--- src/rtl/core/asgr_pkg.sv ---
// shared types, codes, colour tables and helpers of the terminal parser
package asgr_pkg;

	// parser controller states
	typedef enum logic [2:0] {
		ST_NORMAL,
		ST_ESC,
		ST_CSI,
		ST_ARGS,
		ST_SGR
	} state_t;

	// class of the incoming byte
	typedef enum logic [3:0] {
		CLS_OTHER,
		CLS_BELL,
		CLS_BS,
		CLS_LF,
		CLS_CR,
		CLS_ESC,
		CLS_SILENT,
		CLS_DIGIT,
		CLS_SEMI,
		CLS_LBR,
		CLS_M
	} byte_class_t;

	// cursor and cell action for a byte in normal mode
	typedef enum logic [2:0] {
		CUR_NONE,
		CUR_BELL,
		CUR_BS,
		CUR_LF,
		CUR_CR,
		CUR_PUT
	} cur_op_t;

	// kind of result word
	typedef enum logic [1:0] {
		EV_NONE,
		EV_WRITE,
		EV_CLEAR,
		EV_BELL
	} event_kind_t;

	// controller to datapath
	typedef struct packed {
		logic    out_load;
		cur_op_t cur_op;
		logic    par_clear;
		logic    par_digit;
		logic    par_commit;
		logic    attr_reset;
		logic    walk_init;
		logic    walk_step;
	} cmd_t;

	// datapath to controller
	typedef struct packed {
		byte_class_t cls;
		logic        count_full;
		logic        walk_end;
		logic        out_busy;
	} status_t;

	// configuration register indexes
	localparam int CFG_IDX_W  = 1;
	localparam int CFG_DATA_W = 8;
	localparam logic [CFG_IDX_W-1:0] CFG_COLUMNS  = 1'b0;
	localparam logic [CFG_IDX_W-1:0] CFG_LAST_ROW = 1'b1;

	localparam logic [7:0] COLUMNS_RESET  = 8'd40;
	localparam logic [7:0] LAST_ROW_RESET = 8'd29;

	// byte codes
	localparam logic [7:0] CH_NUL  = 8'h00;
	localparam logic [7:0] CH_BEL  = 8'h07;
	localparam logic [7:0] CH_BS   = 8'h08;
	localparam logic [7:0] CH_TAB  = 8'h09;
	localparam logic [7:0] CH_LF   = 8'h0A;
	localparam logic [7:0] CH_VT   = 8'h0B;
	localparam logic [7:0] CH_FF   = 8'h0C;
	localparam logic [7:0] CH_CR   = 8'h0D;
	localparam logic [7:0] CH_ESC  = 8'h1B;
	localparam logic [7:0] CH_ZERO = 8'h30;
	localparam logic [7:0] CH_NINE = 8'h39;
	localparam logic [7:0] CH_SEMI = 8'h3B;
	localparam logic [7:0] CH_LBR  = 8'h5B;
	localparam logic [7:0] CH_M    = 8'h6D;
	localparam logic [7:0] CH_DEL  = 8'h7F;

	// colours and parameter limit
	localparam logic [15:0] COLOR_WHITE = 16'hFFFF;
	localparam logic [15:0] COLOR_BLACK = 16'h0000;
	localparam logic [15:0] PARAM_MAX   = 16'hFFFF;

	// attribute decades and units
	localparam logic [15:0] SGR_SMALL_LIMIT   = 16'd110;
	localparam logic [3:0]  SGR_DEC_BASIC     = 4'd0;
	localparam logic [3:0]  SGR_DEC_NORMAL    = 4'd2;
	localparam logic [3:0]  SGR_DEC_FG        = 4'd3;
	localparam logic [3:0]  SGR_DEC_BG        = 4'd4;
	localparam logic [3:0]  SGR_DEC_FG_BRIGHT = 4'd9;
	localparam logic [3:0]  SGR_DEC_BG_BRIGHT = 4'd10;
	localparam logic [3:0]  SGR_DEC_NONE      = 4'd15;
	localparam logic [3:0]  SGR_BRIGHT_SHIFT  = 4'd6;
	localparam logic [3:0]  SGR_U_BOLD        = 4'd1;
	localparam logic [3:0]  SGR_U_EXT         = 4'd8;
	localparam logic [3:0]  SGR_U_DEFAULT     = 4'd9;
	localparam logic [15:0] SGR_EXT_RGB       = 16'd2;

	// rgb565 palettes
	localparam logic [15:0] PAL_BASE [8] = '{
		16'h0000, 16'hA800, 16'h0540, 16'hAAA0,
		16'h0015, 16'hA815, 16'h0555, 16'hAD55
	};
	localparam logic [15:0] PAL_BRIGHT [8] = '{
		16'h52AA, 16'hFAAA, 16'h57EA, 16'hFFEA,
		16'h52BF, 16'hFABF, 16'h57FF, 16'hFFFF
	};

	typedef struct packed {
		logic [3:0] tens;
		logic [3:0] units;
	} sgr_split_t;

	// tens and units of a value below 110
	function automatic sgr_split_t sgr_split(input logic [6:0] v);
		sgr_split_t r;
		logic [6:0] rem;
		r.tens = 4'd0;
		for (int k = 1; k <= 10; k++) begin
			if (v >= 7'(10 * k)) r.tens = 4'(k);
		end
		rem = v - 7'({3'b000, r.tens} * 7'd10);
		r.units = rem[3:0];
		return r;
	endfunction

endpackage

--- src/rtl/core/ansi_escape_sgr_terminal_parser_unit.sv ---
// top level of the terminal byte parser with colour attributes
//
//  word     dir  handshake              payload
//  byte     in   in_valid / in_stall    byte_in
//  cell     out  out_valid / out_stall  event_kind, cell_row, cell_col, cell_char,
//                                       cell_fg, cell_bg
//  config   in   cfg_we                 cfg_idx, cfg_wdata
//
// one byte a cycle while in_stall is low; every byte gives one cell word in the
// cycle after it is taken; a byte 'm' ending a list of 1 to MAX_PARAMS parameters
// starts the attribute walk, which reads one parameter store entry a cycle
// reset clears mode, cursor and colours and sets 40 columns, last row 29;
// no clearing pass, the store is refilled by each new list
// the cell word waits in an output register; a new byte is taken in the cycle
// the waiting word leaves, and in_stall is high while out_stall holds a word
module ansi_escape_sgr_terminal_parser_unit #(
	parameter int MAX_PARAMS = 16
) (
	input  logic                             clk,
	input  logic                             arst_n,
	input  logic                             cfg_we,
	input  logic [asgr_pkg::CFG_IDX_W-1:0]   cfg_idx,
	input  logic [asgr_pkg::CFG_DATA_W-1:0]  cfg_wdata,
	input  logic                             in_valid,
	output logic                             in_stall,
	input  logic [7:0]                       byte_in,
	output logic                             out_valid,
	input  logic                             out_stall,
	output logic [1:0]                       event_kind,
	output logic [7:0]                       cell_row,
	output logic [7:0]                       cell_col,
	output logic [7:0]                       cell_char,
	output logic [15:0]                      cell_fg,
	output logic [15:0]                      cell_bg
);

	asgr_pkg::cmd_t    cmd;
	asgr_pkg::status_t status;

	// controller
	asgr_ctrl u_ctrl (
		.clk      (clk),
		.arst_n   (arst_n),
		.in_valid (in_valid),
		.in_stall (in_stall),
		.status   (status),
		.cmd      (cmd)
	);

	// datapath
	asgr_dp #(
		.MAX_PARAMS (MAX_PARAMS)
	) u_dp (
		.clk        (clk),
		.arst_n     (arst_n),
		.cfg_we     (cfg_we),
		.cfg_idx    (cfg_idx),
		.cfg_wdata  (cfg_wdata),
		.byte_in    (byte_in),
		.out_stall  (out_stall),
		.cmd        (cmd),
		.status     (status),
		.out_valid  (out_valid),
		.event_kind (event_kind),
		.cell_row   (cell_row),
		.cell_col   (cell_col),
		.cell_char  (cell_char),
		.cell_fg    (cell_fg),
		.cell_bg    (cell_bg)
	);

endmodule

--- src/rtl/core/asgr_ctrl.sv ---
// parser controller: escape sequence state machine and datapath commands
module asgr_ctrl (
	input  logic               clk,
	input  logic               arst_n,
	input  logic               in_valid,
	output logic               in_stall,
	input  asgr_pkg::status_t  status,
	output asgr_pkg::cmd_t     cmd
);

	asgr_pkg::state_t state_q, state_d;
	logic acc;

	// state register
	always_ff @(posedge clk or negedge arst_n) begin
		if (!arst_n) begin
			state_q <= asgr_pkg::ST_NORMAL;
		end else begin
			state_q <= state_d;
		end
	end

	// next state and commands
	always_comb begin
		state_d     = state_q;
		cmd         = '0;
		in_stall    = status.out_busy || (state_q == asgr_pkg::ST_SGR);
		acc         = in_valid && !in_stall;
		cmd.out_load = acc;
		unique case (state_q)
			asgr_pkg::ST_NORMAL: begin
				if (acc) begin
					unique case (status.cls)
						asgr_pkg::CLS_BELL:   cmd.cur_op = asgr_pkg::CUR_BELL;
						asgr_pkg::CLS_BS:     cmd.cur_op = asgr_pkg::CUR_BS;
						asgr_pkg::CLS_LF:     cmd.cur_op = asgr_pkg::CUR_LF;
						asgr_pkg::CLS_CR:     cmd.cur_op = asgr_pkg::CUR_CR;
						asgr_pkg::CLS_ESC:    state_d = asgr_pkg::ST_ESC;
						asgr_pkg::CLS_SILENT: cmd.cur_op = asgr_pkg::CUR_NONE;
						default:              cmd.cur_op = asgr_pkg::CUR_PUT;
					endcase
				end
			end
			asgr_pkg::ST_ESC: begin
				if (acc) begin
					state_d = (status.cls == asgr_pkg::CLS_LBR) ?
						asgr_pkg::ST_CSI : asgr_pkg::ST_NORMAL;
				end
			end
			asgr_pkg::ST_CSI: begin
				if (acc) begin
					unique case (status.cls)
						asgr_pkg::CLS_DIGIT: begin
							cmd.par_clear = 1'b1;
							cmd.par_digit = 1'b1;
							state_d       = asgr_pkg::ST_ARGS;
						end
						asgr_pkg::CLS_SEMI: begin
							cmd.par_clear  = 1'b1;
							cmd.par_commit = 1'b1;
							state_d        = asgr_pkg::ST_ARGS;
						end
						asgr_pkg::CLS_M: begin
							cmd.attr_reset = 1'b1;
							state_d        = asgr_pkg::ST_NORMAL;
						end
						default: state_d = asgr_pkg::ST_NORMAL;
					endcase
				end
			end
			asgr_pkg::ST_ARGS: begin
				if (acc) begin
					// list full: the byte is dropped
					if (status.count_full) begin
						state_d = asgr_pkg::ST_NORMAL;
					end else begin
						unique case (status.cls)
							asgr_pkg::CLS_DIGIT: cmd.par_digit  = 1'b1;
							asgr_pkg::CLS_SEMI:  cmd.par_commit = 1'b1;
							asgr_pkg::CLS_M: begin
								cmd.par_commit = 1'b1;
								cmd.walk_init  = 1'b1;
								state_d        = asgr_pkg::ST_SGR;
							end
							default: begin
								cmd.par_commit = 1'b1;
								state_d        = asgr_pkg::ST_NORMAL;
							end
						endcase
					end
				end
			end
			asgr_pkg::ST_SGR: begin
				// one stored parameter a cycle
				cmd.walk_step = 1'b1;
				if (status.walk_end) state_d = asgr_pkg::ST_NORMAL;
			end
			default: state_d = asgr_pkg::ST_NORMAL;
		endcase
	end

endmodule

--- src/rtl/core/asgr_dp.sv ---
// parser datapath: cursor, parameter store, attribute walk and output register
module asgr_dp #(
	parameter int MAX_PARAMS = 16
) (
	input  logic                               clk,
	input  logic                               arst_n,
	input  logic                               cfg_we,
	input  logic [asgr_pkg::CFG_IDX_W-1:0]     cfg_idx,
	input  logic [asgr_pkg::CFG_DATA_W-1:0]    cfg_wdata,
	input  logic [7:0]                         byte_in,
	input  logic                               out_stall,
	input  asgr_pkg::cmd_t                     cmd,
	output asgr_pkg::status_t                  status,
	output logic                               out_valid,
	output logic [1:0]                         event_kind,
	output logic [7:0]                         cell_row,
	output logic [7:0]                         cell_col,
	output logic [7:0]                         cell_char,
	output logic [15:0]                        cell_fg,
	output logic [15:0]                        cell_bg
);

	localparam int IW = $clog2(MAX_PARAMS);
	localparam int CW = $clog2(MAX_PARAMS + 1);

	logic [7:0]              columns_q, last_row_q;
	logic [7:0]              col_q, row_q;
	logic [15:0]             fg_q, bg_q;
	logic                    bright_q;
	logic [CW-1:0]           count_q;
	logic [15:0]             acc_q;
	logic [15:0]             store_q [MAX_PARAMS];
	logic [IW-1:0]           walk_i_q;
	logic                    out_valid_q;
	asgr_pkg::event_kind_t   ev_kind_q;
	logic [7:0]              ev_row_q, ev_col_q, ev_char_q;
	logic [15:0]             ev_fg_q, ev_bg_q;

	asgr_pkg::byte_class_t   cls;
	logic [8:0]              row_inc, col_inc;
	logic [7:0]              nl_row;
	logic                    wrap;
	logic [7:0]              col_d, row_d;
	asgr_pkg::event_kind_t   res_kind;
	logic [7:0]              res_row, res_col, res_char;
	logic [15:0]             res_fg, res_bg;
	logic [CW-1:0]           cnt_base;
	logic [15:0]             acc_base;
	logic [19:0]             acc_x10;
	logic [15:0]             acc_sat;
	logic [15:0]             v;
	logic                    first, rst0;
	logic [15:0]             fg_b, bg_b;
	logic                    br_b;
	asgr_pkg::sgr_split_t    sp;
	logic [3:0]              tens, units, tens_e;
	logic [15:0]             p1, p2, p3, p4;
	logic [15:0]             rgb;
	logic                    ext_rgb;
	logic [15:0]             fg_w, bg_w;
	logic                    br_w, stop;

	// byte decoder
	always_comb begin
		unique case (byte_in) inside
			asgr_pkg::CH_BEL: cls = asgr_pkg::CLS_BELL;
			asgr_pkg::CH_BS:  cls = asgr_pkg::CLS_BS;
			asgr_pkg::CH_LF:  cls = asgr_pkg::CLS_LF;
			asgr_pkg::CH_CR:  cls = asgr_pkg::CLS_CR;
			asgr_pkg::CH_ESC: cls = asgr_pkg::CLS_ESC;
			asgr_pkg::CH_TAB, asgr_pkg::CH_VT, asgr_pkg::CH_FF, asgr_pkg::CH_DEL:
				cls = asgr_pkg::CLS_SILENT;
			[asgr_pkg::CH_ZERO:asgr_pkg::CH_NINE]: cls = asgr_pkg::CLS_DIGIT;
			asgr_pkg::CH_SEMI: cls = asgr_pkg::CLS_SEMI;
			asgr_pkg::CH_LBR:  cls = asgr_pkg::CLS_LBR;
			asgr_pkg::CH_M:    cls = asgr_pkg::CLS_M;
			default:           cls = asgr_pkg::CLS_OTHER;
		endcase
	end

	// cursor movement and result word
	always_comb begin
		row_inc  = {1'b0, row_q} + 9'd1;
		nl_row   = (row_inc > {1'b0, last_row_q}) ? last_row_q : row_inc[7:0];
		col_inc  = {1'b0, col_q} + 9'd1;
		wrap     = (columns_q == 8'd0) || (col_inc >= {1'b0, columns_q});
		col_d    = col_q;
		row_d    = row_q;
		res_kind = asgr_pkg::EV_NONE;
		res_row  = 8'd0;
		res_col  = 8'd0;
		res_char = 8'd0;
		res_fg   = 16'd0;
		res_bg   = 16'd0;
		unique case (cmd.cur_op)
			asgr_pkg::CUR_BELL: res_kind = asgr_pkg::EV_BELL;
			asgr_pkg::CUR_BS: begin
				res_kind = asgr_pkg::EV_CLEAR;
				res_row  = row_q;
				res_col  = col_q;
				if (col_q != 8'd0) col_d = col_q - 8'd1;
			end
			asgr_pkg::CUR_LF: begin
				col_d = 8'd0;
				row_d = nl_row;
			end
			asgr_pkg::CUR_CR: col_d = 8'd0;
			asgr_pkg::CUR_PUT: begin
				res_kind = asgr_pkg::EV_WRITE;
				res_row  = row_q;
				res_col  = col_q;
				res_char = byte_in;
				res_fg   = fg_q;
				res_bg   = bg_q;
				// a nul is drawn but does not move the cursor
				if (byte_in != asgr_pkg::CH_NUL) begin
					if (wrap) begin
						col_d = 8'd0;
						row_d = nl_row;
					end else begin
						col_d = col_inc[7:0];
					end
				end
			end
			default: res_kind = asgr_pkg::EV_NONE;
		endcase
	end

	// decimal accumulator, saturating
	always_comb begin
		cnt_base = cmd.par_clear ? '0 : count_q;
		acc_base = cmd.par_clear ? 16'd0 : acc_q;
		acc_x10  = ({4'b0000, acc_base} << 3) + ({4'b0000, acc_base} << 1)
			+ {16'd0, byte_in[3:0]};
		acc_sat  = (acc_x10 > {4'b0000, asgr_pkg::PARAM_MAX}) ?
			asgr_pkg::PARAM_MAX : acc_x10[15:0];
	end

	// one attribute step on the current store entry
	always_comb begin
		v       = store_q[walk_i_q];
		first   = (walk_i_q == '0);
		rst0    = first && (v == 16'd0);
		fg_b    = rst0 ? asgr_pkg::COLOR_WHITE : fg_q;
		bg_b    = rst0 ? asgr_pkg::COLOR_BLACK : bg_q;
		br_b    = rst0 ? 1'b0 : bright_q;
		sp      = asgr_pkg::sgr_split(v[6:0]);
		tens    = (v < asgr_pkg::SGR_SMALL_LIMIT) ? sp.tens : asgr_pkg::SGR_DEC_NONE;
		units   = sp.units;
		tens_e  = (br_b && (units != asgr_pkg::SGR_U_EXT) &&
			((tens == asgr_pkg::SGR_DEC_FG) || (tens == asgr_pkg::SGR_DEC_BG))) ?
			tens + asgr_pkg::SGR_BRIGHT_SHIFT : tens;
		// entries past the count read as zero
		p1      = (count_q > CW'(1)) ? store_q[1] : 16'd0;
		p2      = (count_q > CW'(2)) ? store_q[2] : 16'd0;
		p3      = (count_q > CW'(3)) ? store_q[3] : 16'd0;
		p4      = (count_q > CW'(4)) ? store_q[4] : 16'd0;
		rgb     = {p2[7:3], p3[7:2], p4[7:3]};
		ext_rgb = first && (p1 == asgr_pkg::SGR_EXT_RGB);
		fg_w    = fg_b;
		bg_w    = bg_b;
		br_w    = br_b;
		stop    = 1'b0;
		case (tens_e) inside
			asgr_pkg::SGR_DEC_BASIC: begin
				if (units == asgr_pkg::SGR_U_BOLD) br_w = 1'b1;
			end
			asgr_pkg::SGR_DEC_NORMAL: begin
				if (units == asgr_pkg::SGR_U_BOLD) br_w = 1'b0;
			end
			asgr_pkg::SGR_DEC_FG, asgr_pkg::SGR_DEC_BG: begin
				if (units == asgr_pkg::SGR_U_EXT) begin
					// extended colour ends the walk
					stop = 1'b1;
					if (ext_rgb) begin
						if (tens_e == asgr_pkg::SGR_DEC_FG) fg_w = rgb;
						else bg_w = rgb;
					end
				end else if (tens_e == asgr_pkg::SGR_DEC_FG) begin
					fg_w = (units == asgr_pkg::SGR_U_DEFAULT) ?
						asgr_pkg::COLOR_WHITE : asgr_pkg::PAL_BASE[units[2:0]];
				end else begin
					bg_w = (units == asgr_pkg::SGR_U_DEFAULT) ?
						asgr_pkg::COLOR_BLACK : asgr_pkg::PAL_BASE[units[2:0]];
				end
			end
			asgr_pkg::SGR_DEC_FG_BRIGHT: begin
				if (units == asgr_pkg::SGR_U_DEFAULT) fg_w = asgr_pkg::COLOR_WHITE;
				else if (units != asgr_pkg::SGR_U_EXT)
					fg_w = asgr_pkg::PAL_BRIGHT[units[2:0]];
			end
			asgr_pkg::SGR_DEC_BG_BRIGHT: begin
				if (units == asgr_pkg::SGR_U_DEFAULT) bg_w = asgr_pkg::COLOR_BLACK;
				else if (units != asgr_pkg::SGR_U_EXT)
					bg_w = asgr_pkg::PAL_BRIGHT[units[2:0]];
			end
			default: stop = 1'b0;
		endcase
	end

	// status to the controller
	always_comb begin
		status.cls        = cls;
		status.count_full = (count_q >= CW'(MAX_PARAMS));
		status.walk_end   = stop || ((CW'(walk_i_q) + CW'(1)) == count_q);
		status.out_busy   = out_valid_q && out_stall;
	end

	// configuration, cursor, parameters and attributes
	always_ff @(posedge clk or negedge arst_n) begin
		if (!arst_n) begin
			columns_q  <= asgr_pkg::COLUMNS_RESET;
			last_row_q <= asgr_pkg::LAST_ROW_RESET;
			col_q      <= 8'd0;
			row_q      <= 8'd0;
			fg_q       <= asgr_pkg::COLOR_WHITE;
			bg_q       <= asgr_pkg::COLOR_BLACK;
			bright_q   <= 1'b0;
			count_q    <= '0;
			acc_q      <= 16'd0;
			walk_i_q   <= '0;
		end else begin
			if (cfg_we) begin
				if (cfg_idx == asgr_pkg::CFG_COLUMNS) columns_q <= cfg_wdata;
				else last_row_q <= cfg_wdata;
			end
			if (cmd.out_load) begin
				col_q <= col_d;
				row_q <= row_d;
			end
			if (cmd.par_digit) begin
				acc_q   <= acc_sat;
				count_q <= cnt_base;
			end else if (cmd.par_commit) begin
				acc_q   <= 16'd0;
				count_q <= cnt_base + CW'(1);
			end else if (cmd.par_clear) begin
				acc_q   <= 16'd0;
				count_q <= '0;
			end
			if (cmd.walk_init) walk_i_q <= '0;
			else if (cmd.walk_step) walk_i_q <= walk_i_q + IW'(1);
			if (cmd.attr_reset) begin
				fg_q     <= asgr_pkg::COLOR_WHITE;
				bg_q     <= asgr_pkg::COLOR_BLACK;
				bright_q <= 1'b0;
			end else if (cmd.walk_step) begin
				fg_q     <= fg_w;
				bg_q     <= bg_w;
				bright_q <= br_w;
			end
		end
	end

	// parameter store
	always_ff @(posedge clk) begin
		if (cmd.par_commit) store_q[cnt_base[IW-1:0]] <= acc_base;
	end

	// output word valid
	always_ff @(posedge clk or negedge arst_n) begin
		if (!arst_n) begin
			out_valid_q <= 1'b0;
		end else if (cmd.out_load) begin
			out_valid_q <= 1'b1;
		end else if (!out_stall) begin
			out_valid_q <= 1'b0;
		end
	end

	// output word payload
	always_ff @(posedge clk) begin
		if (cmd.out_load) begin
			ev_kind_q <= res_kind;
			ev_row_q  <= res_row;
			ev_col_q  <= res_col;
			ev_char_q <= res_char;
			ev_fg_q   <= res_fg;
			ev_bg_q   <= res_bg;
		end
	end

	assign out_valid  = out_valid_q;
	assign event_kind = ev_kind_q;
	assign cell_row   = ev_row_q;
	assign cell_col   = ev_col_q;
	assign cell_char  = ev_char_q;
	assign cell_fg    = ev_fg_q;
	assign cell_bg    = ev_bg_q;

endmodule
--- config.mk ---
export PLATFORM = sky130hd
export DESIGN_NAME = ansi_escape_sgr_terminal_parser_unit
export DESIGN_NICKNAME = d
export VERILOG_FILES = /design/src/rtl/core/asgr_pkg.sv /design/src/rtl/core/ansi_escape_sgr_terminal_parser_unit.sv /design/src/rtl/core/asgr_ctrl.sv /design/src/rtl/core/asgr_dp.sv
export SDC_FILE = /design/constraint.sdc
export NUM_CORES = 1
export LEC_CHECK = 0
export ABC_AREA = 1
export BUFFER_PORTS_ARGS = -buffer_cell sky130_fd_sc_hd__buf_2
export CORE_UTILIZATION = 62
export CTS_BUF_LIST = sky130_fd_sc_hd__clkbuf_16
export DETAILED_ROUTE_END_ITERATION = 10
export GPL_TIMING_DRIVEN = 0
export HOLD_SLACK_MARGIN = 0.12
export PLACE_DENSITY = 0.87
export SYNTH_ARGS = -nofsm -noshare
export SYNTH_HDL_FRONTEND = slang
export SYNTH_SLANG_ARGS = --single-unit
export TNS_END_PERCENT = 10
--- constraint.sdc ---
create_clock -name clk -period 11.79 [get_ports clk]
set_input_delay 2.358 -clock clk [delete_from_list [all_inputs] [get_ports clk]]
set_output_delay 2.358 -clock clk [all_outputs]
set_load 0.01 [all_outputs]
Yosys cells after proc, flatten, opt, wreduce, memory -nomap -nowiden. Memory sizes are Yosys's and may differ from the RTL's. Cells that the tools add are included.

Reduce and logical (&&, ||, !) cells: 34. Bitwise logic cells: 2. Mux-type cells: 112. Order comparisons: 22. Multiply operators: 1. Eq/ne operators: 55. Add/subtract/negate cells: 10.

Operators by type and width (count): $mux 16 (38); $mux 8 (9); $mux 4 (14); $eq 8x4->1 const B (6); $pmux 4 s10 (1); $pmux 3 s5 (2); $eq 4x4->1 const B (7); $ge 7x7->1 const B (4); $mux 1 (27); $mux 3 (9); $eq 4x3->1 const B (6); $eq 8x7->1 const B (3); $pmux 8 s3 (1); $ge 7x6->1 const B (3); $add 19x17->20 (1); $add 20x4->20 (1); $eq 4x2->1 const B (5); $gt 20x16->1 const B (1); $add 8x1->9 const B (2); $eq 16x2->1 const B (1); $logic_not 16->1 (1); $lt 16x7->1 const B (1); $ne 2x1->1 const B (8); $pmux 8 s2 (1); other kinds (50) (84).

Output and inout port bits: 60. Bits of input ports: 22. Memories kept: 3. RAM bits: 256. ROM bits: 256. Word-level logic and storage cells: 257. Register bits after elaboration: 152.

Memories: u_dp.store_q (depth 16, bits a word 16, rd ports 5, clocked after Yosys merged registers in 0, write ports 1, line asgr_dp.sv:32) `logic [15:0] store_q [MAX_PARAMS];`; (no name shown) (depth 8, bits a word 16, rd ports 1, clocked after Yosys merged registers in 0, write ports 0, line asgr_dp.sv:181) `asgr_pkg::COLOR_WHITE : asgr_pkg::PAL_BASE[units[2:0]];`; (no name shown) (depth 8, bits a word 16, rd ports 1, clocked after Yosys merged registers in 0, write ports 0, line asgr_dp.sv:190) `fg_w = asgr_pkg::PAL_BRIGHT[units[2:0]];`.

Depth between registers and ports, before layout. Gate-level depths: netlist of the first run. An unclocked memory read counts as a cell.

Depth after elaboration: 27. Mapped depth: 45.

Hierarchy. A second synthesis of the first run with hierarchy kept.

Cells, all modules: 2502. Area, all modules: 21922.3 um^2.

By module, submodules not included: asgr_dp (area each 21505.6 um^2, cells each 2427, times used 1, sequential area each 11733.8 um^2); asgr_ctrl (area each 416.6 um^2, cells each 75, times used 1, sequential area each 75.1 um^2).

Worst setup path after synthesis of the first run. Ideal clock, no wire load.

Path type: input to register. Start point: in byte_in[3]. End point: reg u_dp.acc_q[0]. Library setup time: 0.130 ns. Slack: 4.586 ns. Stages: 34. Arrival time: 7.074 ns. Data required time: 11.660 ns. Cells stage by stage: inv_1 -> nor2_1 -> inv_1 -> nor2_1 -> nand2_1 -> inv_1 -> nor2_1 -> nor2_1 -> clkbuf_1 -> clkbuf_1 -> nor2_1 -> ha_1 -> ha_1 -> fa_1 -> a21oi_1 -> o21ai_0 -> nand2_1 -> a21oi_1 -> nor2_1 -> nor2_1 -> o21ai_0 -> nand2_1 -> a21oi_1 -> o21bai_1 -> a21oi_1 -> o21bai_1 -> nand3_1 -> nand2_1 -> a21o_1 -> o21ai_0 -> o211ai_1 -> clkbuf_1 -> o21ai_0 -> o21ai_0.

Longest elaborated chain between the ends: 14.

Ends and longest elaborated chain: start, declared (line ansi_escape_sgr_terminal_parser_unit.sv:26) `input logic [7:0] byte_in,`; $ge 8x6->1 (no line) (tied with other cells); $logic_and 1x1->1 (no line) / $reduce_or 4->1 (equally long branches); $pmux 4 s10 (*) (line asgr_dp.sv:65) `unique case (byte_in) inside`; $eq 4x4->1 / $eq 4x3->1 (equally long branches) (line asgr_ctrl.sv:52) `unique case (status.cls)`; $reduce_or 2->1 (no line) (*); $mux 1 (*) (line asgr_ctrl.sv:52); $mux 4 (*) (line asgr_ctrl.sv:51) `if (acc) begin`; $mux 1 (*) (line asgr_ctrl.sv:30) `unique case (state_q)`; $mux 16 (*) (line asgr_dp.sv:132) `acc_base = cmd.par_clear ? 16'd0 : acc_q;`; net u_dp.acc_base[1] (line asgr_dp.sv:48) `logic [15:0] acc_base;`; $add 19x17->20 (*) (line asgr_dp.sv:133) `acc_x10 = ({4'b0000, acc_base} << 3) + ({4'b0000, acc_base} << 1)`; $add 20x4->20 (*) (line asgr_dp.sv:134) `+ {16'd0, byte_in[3:0]};`; $gt 20x16->1 (*) (line asgr_dp.sv:135) `acc_sat = (acc_x10 > {4'b0000, asgr_pkg::PARAM_MAX}) ?`; $mux 16 (*) (line asgr_dp.sv:135); $mux 16 (*) (line asgr_dp.sv:231) `if (cmd.par_digit) begin`; end signal, assigned (line asgr_dp.sv:232) `acc_q <= acc_sat;`; end, declared (line asgr_dp.sv:31) `logic [15:0] acc_q;`.

The timed path passes the listed nets; every way through them passes the cells marked *. A chain may end at the register's enable or synchronous reset.

Worst setup path after layout of the first run.
Start point: in out_stall. End point: reg u_dp.acc_q[15].

Longest elaborated chain between the ends: 12.

Ends and longest elaborated chain: start, declared (line ansi_escape_sgr_terminal_parser_unit.sv:28) `input logic out_stall,`; $logic_and 1x1->1 (*) (line asgr_dp.sv:206) `status.out_busy = out_valid_q && out_stall;`; $logic_or 1x1->1 (*) (line asgr_ctrl.sv:27) `in_stall = status.out_busy || (state_q == asgr_pkg::ST_SGR);`; $logic_not 1->1 (*) (line asgr_ctrl.sv:28) `acc = in_valid && !in_stall;`; $logic_and 1x1->1 (*) (line asgr_ctrl.sv:28); $mux 4 (*) (line asgr_ctrl.sv:51); $mux 1 (*) (line asgr_ctrl.sv:30); $mux 16 (*) (line asgr_dp.sv:132); net u_dp.acc_base[1] (line asgr_dp.sv:48); $add 19x17->20 (*) (line asgr_dp.sv:133); $add 20x4->20 (*) (line asgr_dp.sv:134); $gt 20x16->1 (line asgr_dp.sv:135); $mux 16 (*) (line asgr_dp.sv:135); $mux 16 (*) (line asgr_dp.sv:231).

Marked as above.

==> impl_summary.log, run 1 <==
INFO  metric gp_congestion = 0.957
INFO  metric post_synthesis_sequential_element_count = 408
INFO  metric synth_mux_area_share = 0.0529%
INFO  metric slowest_stage = sky130_fd_sc_hd__clkbuf_1
INFO  metric run_status = complete, but fails checks
INFO  metric cts_max_level = 2
INFO  metric cp-start-kind = input pin
INFO  metric synth-edff-count = 314
INFO  metric area_growth_syn_to_layout = 12.4%
INFO  metric total_leakage_power = 10.7 nW
INFO  metric track_usage = 33.5%
INFO  metric clock-root-buffer = sky130_fd_sc_hd__clkbuf_16
INFO  metric violated_checks = max-capacitance violations
INFO  metric synth.top_cells.by_area = sky130_fd_sc_hd__edfxtp_1, sky130_fd_sc_hd__nand2_1, sky130_fd_sc_hd__dfrtp_1
INFO  metric cts_resized = 0
INFO  metric max_cap_violations = 1
INFO  metric ant_nets = 0
INFO  metric viasPerCell = 6.00
INFO  metric timing.final.crit_period = 8.57 ns
INFO  metric clkSinkCount = 408
INFO  metric final_layout_size_suffix_gt1_share = 11.1%
INFO  metric final-hold-violation-count = 0
INFO  metric timing_max_transition_violations_final = 0
INFO  metric main_combinational_cell_family_by_area_after_synthesis = simple AND/OR/NAND/NOR gates
INFO  metric grt_start_max_net_pins = 67
INFO  metric dpl.cell_count = 2,947
INFO  metric place_area = 22,500 um^2
INFO  metric setup-tns-final = 0 ns
INFO  metric timing.slew.headroom = 0.495%
INFO  metric fin_skew = 0.0168 ns
INFO  metric critPathCaptureType = register
INFO  metric critical_path_peak_fanout = 19
INFO  metric grt_overflow = 0
INFO  metric vias_after_detailed_routing = 18,200
INFO  metric io_pins = 82
INFO  metric cp_buf_inv_count = 5
INFO  metric worst_path_most_repeated_cell = sky130_fd_sc_hd__a21oi_1
INFO  metric async_reset_ff_share = 23.0%
INFO  metric die_x = 187 um
INFO  metric dr.first_iter.drc_count = 2,063
INFO  metric detail_route.first_pass.iterations = 6
INFO  metric setup.worst_path.class = in -> reg
INFO  metric timing.hold.worst_path_depth = 2
INFO  metric timing.critical_path.slowest_cell_delay = 0.55 ns
INFO  metric power.density_cell_area = 121 nW/um^2
INFO  metric clk_path_buf_depth = 3
INFO  metric fp.dieH = 187 um
INFO  metric postLayoutCellArea = 23,900 um^2
INFO  metric post_synth_xor_xnor_area = 0.947%
INFO  metric synthesis.instances = 2,401
INFO  metric initial_core_util = 63.3%
INFO  metric synth_fp_nets = 2,484
INFO  metric worst-endpoint-arrival = 9.00 ns
INFO  metric post_drt_wl_per_cell = 19.2 um
INFO  metric synth_compound_area_share = 10.2%
INFO  metric final_net_count = 2,628
INFO  metric synth.top_cell.area_share = 44.3%
INFO  metric fin_cells = 3,027
INFO  metric post_cts.repair.setup_buffers = 0
INFO  metric yosys.cell_types.count = 58
INFO  metric hp-class = reg -> reg
INFO  metric floorplan.die_area = 35,000 um^2
INFO  metric post_synth_instance_area = 21,300 um^2
INFO  metric antenna_cells = 0
INFO  metric cts_tree = yes
INFO  metric cp_top_family = compound AO/OA/AOI/OAI gates
INFO  metric worst_r2r_path_depth = 32
INFO  metric clock_insertion_delay_worst_skew = 0.59 ns
INFO  metric synthFlopType = sky130_fd_sc_hd__edfxtp_1
INFO  metric unrepaired_setup_endpoints_after_global_routing = no
INFO  metric fmaxAchievable = 117 MHz
INFO  metric worstPathRequired = 12.23 ns
INFO  metric irDropWorstVdd = 0.111 mV
INFO  metric postRouteWirelength = 58.2 mm
INFO  metric placement_row_count = 67
INFO  metric synth_sequential_area_ratio = 55.5%
INFO  metric yosys_warnings = 0
INFO  metric reg2reg_setup_slack = 4.28 ns
INFO  metric tightest_slew = 1.49 ns
INFO  metric core_area = 33,600 um^2
INFO  metric grt_pass1_wl = 92.1 mm
INFO  metric finalSetupViolations = 0
INFO  metric portBuffers = 81
INFO  metric cts_hold_buffers = 0
INFO  metric fin_util = 71.1%
INFO  metric tcrit_tclk_final = 72.7%
INFO  metric path_clk_slew = 0.06 ns
INFO  metric critical_path_depth = 32
INFO  metric drcViolationCount = 0
INFO  metric synthDominantAreaCellType = sky130_fd_sc_hd__edfxtp_1
INFO  metric antenna_found_initial = 0
INFO  metric yosys.area_share.simple = 22.0%
INFO  metric grt_pass1_vias = 17,700
INFO  metric post_synth_fa_ha_maj_area_fraction = 3.66%
INFO  metric post_synth.cell_area_avg = 8.86 um^2
INFO  metric post_dp_hpwl = 39.3 mm
INFO  metric cts_made_buffers = 43
==> layout by cell type, fill, tap and decap left out, types with 4 or more instances in the layout <==
cell and n:
sky130_fd_sc_hd__o21ai_1 51, sky130_fd_sc_hd__and2_1 6, sky130_fd_sc_hd__nand2_2 7, sky130_fd_sc_hd__buf_1 9, sky130_fd_sc_hd__clkinv_1 13, sky130_fd_sc_hd__a211oi_1 9
sky130_fd_sc_hd__nand3_2 4, sky130_fd_sc_hd__or2_2 8, sky130_fd_sc_hd__nand2_1 606, sky130_fd_sc_hd__a21oi_1 119, sky130_fd_sc_hd__buf_4 10, sky130_fd_sc_hd__buf_8 12
sky130_fd_sc_hd__o211ai_1 15, sky130_fd_sc_hd__buf_2 106, sky130_fd_sc_hd__o32ai_1 22, sky130_fd_sc_hd__nand3_1 125, sky130_fd_sc_hd__or2_1 5, sky130_fd_sc_hd__inv_2 9
sky130_fd_sc_hd__nand4_1 8, sky130_fd_sc_hd__ha_1 59, sky130_fd_sc_hd__nor2_1 317, sky130_fd_sc_hd__buf_6 15, sky130_fd_sc_hd__o21ai_0 109, sky130_fd_sc_hd__nor3_1 23
sky130_fd_sc_hd__o21bai_1 6, sky130_fd_sc_hd__dfstp_2 22, sky130_fd_sc_hd__clkbuf_1 38, sky130_fd_sc_hd__o22ai_1 21, sky130_fd_sc_hd__nor4_1 9, sky130_fd_sc_hd__nor2_2 23
sky130_fd_sc_hd__dfrtp_1 72, sky130_fd_sc_hd__clkbuf_16 43, sky130_fd_sc_hd__edfxtp_1 314, sky130_fd_sc_hd__inv_1 289, sky130_fd_sc_hd__xor2_1 22
==> metal layers <==
layer,vias up,global-route usage [%],part of all wire (%)
met4,0,18.9,5.1
met5,-,0,0
met1,8500,40.9,36
met3,262,6.45,10
li1,8262,-,-
met2,1127,56.1,49
==> cell usage after synthesis (14+ instances only) <==
cell                       count
sky130_fd_sc_hd__dfstp_2      22
sky130_fd_sc_hd__buf_2        26
sky130_fd_sc_hd__o21ai_0     109
sky130_fd_sc_hd__o211ai_1     15
sky130_fd_sc_hd__xor2_1       22
sky130_fd_sc_hd__clkbuf_1     38
sky130_fd_sc_hd__nand3_1     125
sky130_fd_sc_hd__o22ai_1      21
sky130_fd_sc_hd__a21oi_1     119
sky130_fd_sc_hd__inv_1       273
sky130_fd_sc_hd__dfrtp_1      72
sky130_fd_sc_hd__edfxtp_1    314
sky130_fd_sc_hd__nand2_1     606
sky130_fd_sc_hd__nor2_1      336
sky130_fd_sc_hd__buf_6        14
sky130_fd_sc_hd__o32ai_1      22
sky130_fd_sc_hd__o21ai_1      51
sky130_fd_sc_hd__nor3_1       23
sky130_fd_sc_hd__ha_1         59
==> per-stage QoR <==
stage	total power (W)	setup WS (ns)	hold WS [ns]
2_1_floorplan	0.00160	4.59	0.449
3_3_place_gp	0.00162	3.00	0.465
3_5_place_dp	0.00162	2.62	0.469
4_1_cts	0.00290	3.15	0.488
5_1_grt	0.00296	2.81	0.509
6_report	0.00290	3.22	0.482
==> layout make-up <==
class / instances / area, um^2
inverters: 287 / 1080
fillers: 2288 / 9700
repair buffers: 99 / 696
plain buffers: 95 / 524
flip-flops and latches: 408 / 11800
multi-input cells: 1611 / 7900
clock buffers: 43 / 1080
well taps: 448 / 561
clock inverters: 36 / 264
==> sequential cells by signal, indices dropped and copies added (netlist names) <==
register         count
u_dp.bright_q        1
u_dp.cell_char       8
u_dp.columns_q       8
u_dp.store_q       256
u_ctrl.state_q       3
u_dp.cell_col        8
u_dp.count_q         5
u_dp.acc_q          16
u_dp.cell_row        8
u_dp.walk_i_q        4
u_dp.fg_q           16
u_dp.cell_fg        16
u_dp.out_valid       1
u_dp.row_q           8
u_dp.last_row_q      8
u_dp.event_kind      2
u_dp.cell_bg        16
u_dp.bg_q           16
u_dp.col_q           8
==> kinds of logic (layout without fill, tap and decap cells) <==
| logic type | Yosys count | in the layout |
|---|---|---|
| compound gates | 379 | 379 |
| buf+inv | 382 | 560 |
| fa+ha+maj | 61 | 61 |
| flops | 408 | 408 |
| mux | 1 | 1 |
| xor+xnor | 23 | 23 |
| simple gates | 1147 | 1147 |
==> final timing paths <==
kind,endpoint,from
max,u_dp.acc_q[15]$_DFF_PN0_,out_stall
min,u_dp.last_row_q[7]$_DFFE_PN0P_,u_dp.last_row_q[7]$_DFFE_PN0P_
max reg2reg,u_dp.acc_q[15]$_DFF_PN0_,u_ctrl.state_q[0]$_DFFE_PN0P_
min reg2reg,u_dp.last_row_q[7]$_DFFE_PN0P_,u_dp.last_row_q[7]$_DFFE_PN0P_
max in group asynchronous,u_dp.columns_q[5]$_DFFE_PN1P_,arst_n
min in group asynchronous,u_dp.bright_q$_DFFE_PN0P_,arst_n
==> worst register-to-register path: cells and delay by family, from the launching register on <==
family | cells | cell delay [ns]
DFF | 1 | 0.42
and+or+nand+nor | 12 | 2.28
AOI/OAI and AO/OA | 13 | 2.24
buffers and inverters | 4 | 1.42
adders and majority gates | 3 | 1.01
==> where the power goes <==
group	leakage, nW	switching [W]	internal (W)
Sequential	4.23	0.00000498	0.00154
Combinational	5.78	0.0000319	0.0000183
Clock	0.716	0.000574	0.000734
Total	10.7	0.000611	0.00229
No activity file was read; power rests on OpenSTA's default activity.
==> inputs of run 2 (changes only) <==
--- a/config.mk
+++ b/config.mk
@@ -7,12 +7,12 @@
 export LEC_CHECK = 0
 export ABC_AREA = 1
 export BUFFER_PORTS_ARGS = -buffer_cell sky130_fd_sc_hd__buf_2
-export CORE_UTILIZATION = 62
+export CORE_UTILIZATION = 56
 export CTS_BUF_LIST = sky130_fd_sc_hd__clkbuf_16
 export DETAILED_ROUTE_END_ITERATION = 10
 export GPL_TIMING_DRIVEN = 0
 export HOLD_SLACK_MARGIN = 0.12
-export PLACE_DENSITY = 0.87
+export PLACE_DENSITY = 0.83
 export SYNTH_ARGS = -nofsm -noshare
 export SYNTH_HDL_FRONTEND = slang
 export SYNTH_SLANG_ARGS = --single-unit
==> constraint.sdc (replaced) <==
create_clock -name clk -period 7.3 [get_ports clk]
set_input_delay 1.46 -clock clk [delete_from_list [all_inputs] [get_ports clk]]
set_output_delay 1.46 -clock clk [all_outputs]
set_load 0.01 [all_outputs]
==> impl_summary.log, run 2 (synthesized netlist as in run 1, its figures left out) <==
INFO  metric run_status = finished, final reports clean
INFO  metric critPathCaptureType = register
INFO  metric tightest_slew = 1.38 ns
INFO  metric setup-tns-final = 0 ns
INFO  metric power.density_cell_area = 195 nW/um^2
INFO  metric io_pins = 82
INFO  metric cts_made_buffers = 42
INFO  metric switching_share = 21.0%
INFO  metric fin_util = 64.3%
INFO  metric final_cell_mix = sky130_fd_sc_hd__nand2_1, sky130_fd_sc_hd__edfxtp_1, sky130_fd_sc_hd__nor2_1, sky130_fd_sc_hd__inv_1, sky130_fd_sc_hd__nand3_1
INFO  metric setup.worst_path.class = in -> reg
INFO  metric tcrit_tclk_final = 90.8%
INFO  metric final-hold-violation-count = 0
INFO  metric largest_reg_flops = 256
INFO  metric portBuffers = 81
INFO  metric setup_slack = 0.669 ns
INFO  metric total_switching_power = 0.000987 W
INFO  metric postRouteWirelength = 58.1 mm
INFO  metric post_drt_wl_per_cell = 18.8 um
INFO  metric grt_pass1_vias = 17,200
INFO  metric cts_tree = yes
INFO  metric min_delay_worst_endpoint = u_dp.bright_q$_DFFE_PN0P_
INFO  metric cts_max_level = 2
INFO  metric path_clk_slew = 0.06 ns
INFO  metric fmaxAchievable = 151 MHz
INFO  metric timing.hold.worst_path_depth = 2
INFO  metric p_comb_share = 1.7%
INFO  metric clock_power_share = 45.2%
INFO  metric final_layout_size_suffix_gt1_share = 11.4%
INFO  metric core_area = 37,500 um^2
INFO  metric grt_overflow = 0
INFO  metric layout_commonest_cell = sky130_fd_sc_hd__nand2_1
INFO  metric final_net_count = 2,629
INFO  metric pre_cts_ws = -0.895 ns
INFO  metric clk_path_buf_depth = 3
INFO  metric worst_r2r_endpoint = u_dp.acc_q[15]$_DFF_PN0_
INFO  metric worst-endpoint-arrival = 7.08 ns
INFO  metric timing.final.crit_period = 6.63 ns
INFO  metric seq_power_share = 53.1%
INFO  metric clock-root-buffer = sky130_fd_sc_hd__clkbuf_16
INFO  metric irDropWorstVdd = 0.205 mV
INFO  metric antenna_found_initial = 0
INFO  metric gp_congestion = 0.971
INFO  metric hp-class = reg -> reg
INFO  metric clkSinkCount = 408
INFO  metric internal_power = 0.00372 W
INFO  metric initial_core_util = 56.7%
INFO  metric antenna_cells = 0
INFO  metric critical_path_peak_fanout = 19
INFO  metric drcViolationCount = 0
INFO  metric clock_insertion_delay_worst_skew = 0.60 ns
INFO  metric placement_row_count = 71
INFO  metric grt_start_max_net_pins = 71
INFO  metric finalSetupViolations = 0
INFO  metric track_usage = 30.0%
INFO  metric power.total = 0.00471 W
INFO  metric worst_r2r_path_depth = 32
INFO  metric worst_path_most_repeated_cell = sky130_fd_sc_hd__nor2_1
INFO  metric cts_hold_buffers = 0
INFO  metric max_cap_violations = 0
INFO  metric post_dp_hpwl = 40.0 mm
INFO  metric worst_hold_startpoint = u_dp.bright_q$_DFFE_PN0P_
INFO  metric worstPathRequired = 7.75 ns
INFO  metric vias_after_detailed_routing = 18,000
INFO  metric total_leakage_power = 10.8 nW
INFO  metric dr.first_iter.drc_count = 1,848
INFO  metric ant_nets = 0
INFO  metric slowest_stage = sky130_fd_sc_hd__nor2_4
INFO  metric fin_skew = 0.0337 ns
INFO  metric grt_pass1_wl = 90.3 mm
INFO  metric area_growth_syn_to_layout = 13.3%
INFO  metric reg2reg_setup_slack = 0.82 ns
INFO  metric timing_max_transition_violations_final = 0
INFO  metric viasPerCell = 5.81
INFO  metric timing.rr.start = u_ctrl.state_q[0]$_DFFE_PN0P_
INFO  metric unrepaired_setup_endpoints_after_global_routing = no
INFO  metric fp.dieH = 197 um
INFO  metric cp-start-kind = input pin
INFO  metric timing.critical_path.slowest_cell_delay = 0.42 ns
INFO  metric crit_path_start = byte_in[3]
INFO  metric floorplan.die_area = 38,800 um^2
INFO  metric detail_route.first_pass.iterations = 7
INFO  metric die_x = 197 um
INFO  metric timing.slew.headroom = 7.92%
run 2: cell count changes in the layout (fill, tap and decap cells not counted), moves of 3 or more:
| cell | delta |
|---|---|
| sky130_fd_sc_hd__clkbuf_1 | -3 |
| sky130_fd_sc_hd__nor2_4 | +3 |
| sky130_fd_sc_hd__clkinv_1 | +3 |
| sky130_fd_sc_hd__nor2_1 | -4 |
| sky130_fd_sc_hd__inv_1 | -5 |
run 2: worst max path at each step:
stage / slack [ns] / cells past startpoint / end
after floorplan: 0.99 / 34 / u_dp.acc_q[0]$_DFF_PN0_
after global placement: -0.65 / 35 / u_dp.acc_q[15]$_DFF_PN0_
after detailed placement: -0.89 / 35 / u_dp.acc_q[15]$_DFF_PN0_
after CTS: 0.14 / 35 / u_dp.acc_q[15]$_DFF_PN0_
after global routing: 0.21 / 35 / u_dp.acc_q[15]$_DFF_PN0_
final: 0.67 / 35 / u_dp.acc_q[15]$_DFF_PN0_
run 2: critical path: cells and delay by family:
kind	cells	cell delay, ns
AO/OA/AOI/OAI	13	1.96
AND/OR/NAND/NOR	12	1.52
buffers and inverters	7	1.13
adder cells (fa/ha/maj)	3	0.99
run 2: power by group through the flow:
stage               combinational (W)  clock, W  sequential [W]
global route                0.0000958   0.00221         0.00250
global placement            0.0000746         0         0.00254
finish                      0.0000821   0.00213         0.00250
detailed placement          0.0000817         0         0.00254
floorplan                   0.0000483         0         0.00254
CTS                         0.0000826   0.00213         0.00250
run 2: stage by stage:
step	cells	cell area [um^2]	hold WS, ns
after CTS	3088	24000	0.483
after floorplan	2401	21300	0.449
final	3091	24100	0.490
after global routing	3091	24100	0.507
after global placement	2993	22300	0.466
after detailed placement	3010	22600	0.468
run 2: layer usage:
metal / wire [um] / track usage, %
met2: 28300 / 50.7
met1: 22000 / 37.6
met5: 0 / 0
met3: 5270 / 4.35
met4: 2630 / 15.4
run 2: final cells by class:
class / instances / area [um^2]
buffer: 95 / 531
clock buffer: 42 / 1050
clock inverter: 36 / 320
fill: 2896 / 13400
inverter: 287 / 1080
multi-input combinational: 1611 / 7930
sequential: 408 / 11800
tap: 511 / 639
timing repair buffer: 101 / 731
run 2: timing repair:
item                       4_1_cts  5_1_grt
resized for setup                4       10
pin swaps                        0        1
hold endpoints to repair         0        0
setup endpoints to repair       11       16
buffers inserted                 0        1
